<file path="config.mk">
export PLATFORM = sky130hd
export DESIGN_NAME = plc_div
export DESIGN_NICKNAME = d
export VERILOG_FILES = /design/src/hw/rtl/plc_pkg.sv /design/src/hw/rtl/plc_div.sv
export SDC_FILE = /design/constraint.sdc
export NUM_CORES = 2
export LEC_CHECK = 0
export BUFFER_PORTS_ARGS = -buffer_cell sky130_fd_sc_hd__buf_2
export CORE_MARGIN = 1.5
export CORE_UTILIZATION = 65
export DETAILED_ROUTE_END_ITERATION = 10
export GPL_ROUTABILITY_DRIVEN = 0
export PLACE_DENSITY = 0.84
export SLEW_MARGIN = 40
export SYNTH_ARGS = -nofsm -noshare
export SYNTH_HDL_FRONTEND = slang
export SYNTH_SLANG_ARGS = --single-unit
</file>
<file path="constraint.sdc">
create_clock -name clk -period 12.2 [get_ports clk]
set_input_delay 0.61 -clock clk [delete_from_list [all_inputs] [get_ports clk]]
set_output_delay 0.61 -clock clk [all_outputs]
set_load 0.01 [all_outputs]
</file>
<file path="src/hw/rtl/plc_pkg.sv">
// Shared constants and types for the piecewise linear curve block.
// No dependencies; compiled first.
package plc_pkg;

  localparam int NODES  = 8;                 // breakpoint slots
  localparam int IDX_W  = $clog2(NODES);     // table index width
  localparam int CNT_W  = 4;                 // node_count register width
  localparam int DATA_W = 32;                // Q16.16 word

  // Quotient is capped at 2^33: anything larger saturates the result anyway.
  localparam int DIV_STEPS  = 33;
  localparam int DIV_BPS    = 3;             // quotient bits per divider stage
  localparam int DIV_STAGES = DIV_STEPS / DIV_BPS;

  localparam logic CMD_WRITE = 1'b0;
  localparam logic CMD_EVAL  = 1'b1;

  // Sideband that rides along with the divider
  typedef struct packed {
    logic                     neg;   // result sign of the slope term
    logic                     zero;  // product was zero, quotient is 0
    logic                     sat;   // quotient at or above the cap
    logic signed [DATA_W-1:0] va;    // ordinate at the segment start
  } plc_side_t;

endpackage

</file>
<file path="src/hw/rtl/plc_div.sv">
// Pipelined restoring divider, DIV_BPS quotient bits per stage, with stall support.
// Depends on plc_pkg.
module plc_div (
  input  logic                      clk,
  input  logic                      rst_n,
  input  logic                      in_valid,
  output logic                      in_ready,
  input  logic [31:0]               in_rem,    // partial remainder, below divisor
  input  logic [32:0]               in_num,    // numerator bits still to shift in
  input  logic [31:0]               in_den,
  input  plc_pkg::plc_side_t        in_side,
  output logic                      out_valid,
  input  logic                      out_ready,
  output logic [32:0]               out_quot,
  output plc_pkg::plc_side_t        out_side
);

  logic                      valid_r [plc_pkg::DIV_STAGES];
  logic [31:0]               rem_r   [plc_pkg::DIV_STAGES];
  logic [32:0]               nq_r    [plc_pkg::DIV_STAGES];
  logic [31:0]               den_r   [plc_pkg::DIV_STAGES];
  plc_pkg::plc_side_t        side_r  [plc_pkg::DIV_STAGES];
  logic                      rdy     [plc_pkg::DIV_STAGES+1];

  assign rdy[plc_pkg::DIV_STAGES] = out_ready;
  assign in_ready  = rdy[0];
  assign out_valid = valid_r[plc_pkg::DIV_STAGES-1];
  assign out_quot  = nq_r[plc_pkg::DIV_STAGES-1];
  assign out_side  = side_r[plc_pkg::DIV_STAGES-1];

  for (genvar k = 0; k < plc_pkg::DIV_STAGES; k++) begin : g_stage
    logic                 v_in;
    logic [31:0]          rem_in;
    logic [32:0]          nq_in;
    logic [31:0]          den_in;
    plc_pkg::plc_side_t   side_in;
    logic [31:0]          rem_nxt;
    logic [32:0]          nq_nxt;
    logic [32:0]          trial;

    if (k == 0) begin : g_src_port
      assign v_in    = in_valid;
      assign rem_in  = in_rem;
      assign nq_in   = in_num;
      assign den_in  = in_den;
      assign side_in = in_side;
    end else begin : g_src_stage
      assign v_in    = valid_r[k-1];
      assign rem_in  = rem_r[k-1];
      assign nq_in   = nq_r[k-1];
      assign den_in  = den_r[k-1];
      assign side_in = side_r[k-1];
    end

    assign rdy[k] = !valid_r[k] || rdy[k+1];

    // numerator bits leave the top of nq, quotient bits enter at the bottom
    always_comb begin
      rem_nxt = rem_in;
      nq_nxt  = nq_in;
      trial   = '0;
      for (int j = 0; j < plc_pkg::DIV_BPS; j++) begin
        trial  = {rem_nxt, nq_nxt[32]};
        nq_nxt = {nq_nxt[31:0], 1'b0};
        if (trial >= {1'b0, den_in}) begin
          trial     = trial - {1'b0, den_in};
          nq_nxt[0] = 1'b1;
        end
        rem_nxt = trial[31:0];
      end
    end

    always_ff @(posedge clk) begin
      if (!rst_n) begin
        valid_r[k] <= 1'b0;
      end else if (rdy[k]) begin
        valid_r[k] <= v_in;
      end
    end

    always_ff @(posedge clk) begin
      if (rdy[k]) begin
        rem_r[k]  <= rem_nxt;
        nq_r[k]   <= nq_nxt;
        den_r[k]  <= den_in;
        side_r[k] <= side_in;
      end
    end
  end

endmodule

</file>
==> results.json <==
{
  "cts_buffer_depth": 3,
  "startpoint_type": "flop",
  "drt_iter0_drc": 10700,
  "track_usage_pct": 36.6,
  "hold_class": "input pin to flop",
  "finalWirelength_mm": 308,
  "cts_buffers": 150,
  "max_freq_ghz": 0.0861,
  "numClockSinks": 1399,
  "dr_wl_met2_mm": 135,
  "drive_gt1_share_pct": 10.7,
  "drt_pass1_iterations": 11,
  "endpoint": "rem_r[2][0]",
  "rows": 147,
  "synth.ff_latch_count": 1399,
  "area_delta_synth_final_pct": 9.26,
  "cap_violations": 0,
  "die_h_um": 405,
  "critical_path_arrival_ns": 12.20,
  "endpoint_kind": "flop",
  "port_buffers": 205,
  "vias_per_cell": 6.71,
  "cpMaxStageDelayCell": "edfxtp_1",
  "vias": 87000,
  "htree_levels": 4,
  "layout.nets": 11900,
  "yosysWarnings": 0,
  "ys.flop_type": "edfxtp_1",
  "start_util_pct": 65.4,
  "async_flop_share_pct": 0,
  "drtAntennaViolNets": 0,
  "grt_pass1_wl_mm": 468,
  "critPathRequiredTime_ns": 12.78,
  "hold_viol": 0,
  "finalSetupViolations": 0,
  "routedWlPerCell_um": 23.8,
  "crit_path_start": "den_r[1][1]",
  "met1Wirelength_mm": 118,
  "drc": 6,
  "maxSlewViolCount": 0,
  "synth_edf_count": 1398,
  "syn_inst": 10400,
  "run_status": "finished, violations left",
  "violations": "design-rule violations",
  "worst-r2r-setup-slack_ns": 0.58,
  "r2r_cells": 37,
  "dieWidth_um": 405,
  "crit_fanout": 33,
  "grt_pass1_vias": 83500,
  "netlist_area_um2": 105000,
  "path_common_cell": "a21oi_1",
  "hpwl_mm": 232,
  "fin_crit_ns": 11.62,
  "finalCritPeriodShare_pct": 95.2,
  "r2r-end": "rem_r[2][0]",
  "grt_max_degree": 83,
  "synth_area_per_cell_um2": 10.1,
  "cts_setup_buffers": 0,
  "slew_headroom_pct": 41.0,
  "dieArea_um2": 164000,
  "cts_tree": "done",
  "grt_overflow": 0,
  "routed.top_layer": "met5",
  "n_fill_cell": 11000,
  "clk_pin_slew_ns": 0.07,
  "wl_met3_mm": 35.1,
  "antenna_found_initial": 10,
  "fin_skew_ns": 0.0599,
  "tightest_slew_ns": 0.876,
  "reg2reg_from": "den_r[1][1]",
  "synthDistinctLibCells": 101,
  "root_buffer": "clkbuf_16",
  "ys_seq_area_share_pct": 40.0,
  "syn-num-nets": 11600,
  "clk_latency_ns": 0.86,
  "setup-tns-final_ns": 0,
  "rsz0062_at_grt": "no",
  "path_class": "flop to flop",
  "slowest_delay_ns": 0.69,
  "pin_count": 206,
  "core_area_um2": 161000
}
==> layer usage <==
metal | vias up | GRT usage, %
li1 | 39500 | -
met1 | 41000 | 47.5
met2 | 5324 | 56.5
met3 | 1178 | 8.19
met4 | 12 | 21.1
met5 | - | 0
==> metrics by stage <==
stage | utilization [%] | hold slack (ns) | instance area (µm²) | cells | worst slack [ns]
finish | 71.5 | 0.0509 | 115000 | 13000 | 0.584
global route | 71.5 | 0.0148 | 115000 | 13000 | 0.0745
CTS | 71.4 | 0.00131 | 115000 | 13000 | 0.822
detailed placement | 67.7 | 0.405 | 109000 | 12600 | 0.965
global placement | 67.6 | 0.400 | 109000 | 12600 | 1.04
floorplan | - | 0.400 | 105000 | 10400 | 2.81
==> worst max-delay path: cells and delay by family (launching register included) <==
| kind | cells | cell delay, ns |
|---|---|---|
| AO/OA/AOI/OAI | 21 | 5.66 |
| adder cells (fa/ha/maj) | 3 | 1.10 |
| buffers and inverters | 4 | 1.62 |
| flip-flops | 1 | 0.69 |
| multiplexers | 3 | 1.33 |
| AND/OR/NAND/NOR | 6 | 0.86 |
==> cell families (layout without fill, tap and decap cells) <==
logic type	count (synthesis)	count (layout)	synth area share, %
AND/OR/NAND/NOR	2447	2447	11.2
AO/OA/AOI/OAI	3101	3101	18.9
other	0	3	0
multiplexers	598	598	6.43
flip-flops	1399	1399	40.0
adder cells (fa/ha/maj)	1088	1088	13.2
buffers and inverters	905	1328	3.33
XOR/XNOR	843	843	7.03
==> cell usage in the layout, fill, tap and decap left out, drive strengths merged, types with 97 or more instances in the layout <==
cell       n
buf      272
a211oi    98
nand3    189
nand2    708
o21a     166
nor3     139
inv      705
edfxtp  1398
a21o     475
xnor2    577
o21ai    670
ha      1056
nor2b    112
xor2     266
o21bai   135
mux2     529
a21oi    945
a31oi     97
nand2b   142
nand4    159
nor2     631
clkbuf   169
==> how the worst min path moves through the flow <==
stage / from / endpoint / slack, ns / cells past startpoint
after floorplan: nq_r[9][7] / nq_r[10][10] / 0.40 / 0
after global placement: nq_r[6][5] / nq_r[7][8] / 0.40 / 0
after detailed placement: nq_r[0][25] / nq_r[1][28] / 0.40 / 0
after CTS: in_den[10] / den_r[0][10] / 0.001 / 1
after global routing: in_den[10] / den_r[0][10] / 0.01 / 1
final: in_den[10] / den_r[0][10] / 0.05 / 1
==> state kept, by name, indices dropped and copies added (netlist names) <==
name     count
nq_r       363
den_r      320
side_r     385
rem_r      320
valid_r     11
==> timing repair <==
action / 4_1_cts / 5_1_grt
setup endpoints to repair: 0 / 16
hold endpoints to repair: 88 / 0
resized for setup: 0 / 2
hold buffers: 88 / 0
==> area by class of cell <==
type / instances / area (µm²) / area share (%)
multi-input combinational: 8077 / 59700 / 52.0
tap: 2160 / 2700 / 2.36
antenna: 3 / 7.51 / 0.00654
sequential: 1399 / 42000 / 36.6
timing repair buffer: 361 / 2510 / 2.18
inverter: 697 / 2660 / 2.31
clock buffer: 168 / 3820 / 3.33
clock inverter: 102 / 1330 / 1.16
==> synth_stat cells, drive strengths merged, types with 24 or more instances <==
cell | n | share of area [%]
a2111oi | 24 | 0.24
a211o | 34 | 0.28
a211oi | 98 | 0.73
a21boi | 31 | 0.22
a21o | 475 | 3.4
a21oi | 945 | 4.5
a221oi | 31 | 0.27
a31oi | 97 | 0.59
and2 | 62 | 0.37
and3 | 91 | 0.54
buf | 76 | 0.36
clkbuf | 132 | 0.47
edfxtp | 1398 | 40
fa | 32 | 0.61
ha | 1056 | 13
inv | 694 | 2.5
mux2 | 529 | 5.8
mux2i | 69 | 0.66
nand2 | 708 | 2.5
nand2b | 142 | 0.85
nand3 | 189 | 0.90
nand4 | 159 | 0.95
nor2 | 631 | 2.3
nor2b | 112 | 0.67
nor3 | 139 | 0.66
nor4 | 49 | 0.30
o211ai | 60 | 0.44
o21a | 166 | 1.2
o21ai | 670 | 3.2
o21bai | 135 | 0.96
o221ai | 33 | 0.28
o31a | 31 | 0.27
o31ai | 64 | 0.46
or2 | 30 | 0.18
or3 | 56 | 0.33
xnor2 | 577 | 4.8
xor2 | 266 | 2.2
Power is left out: the tool's default activity adds up to more than one toggle a clock period on the data nets, which glitch-free logic cannot reach.
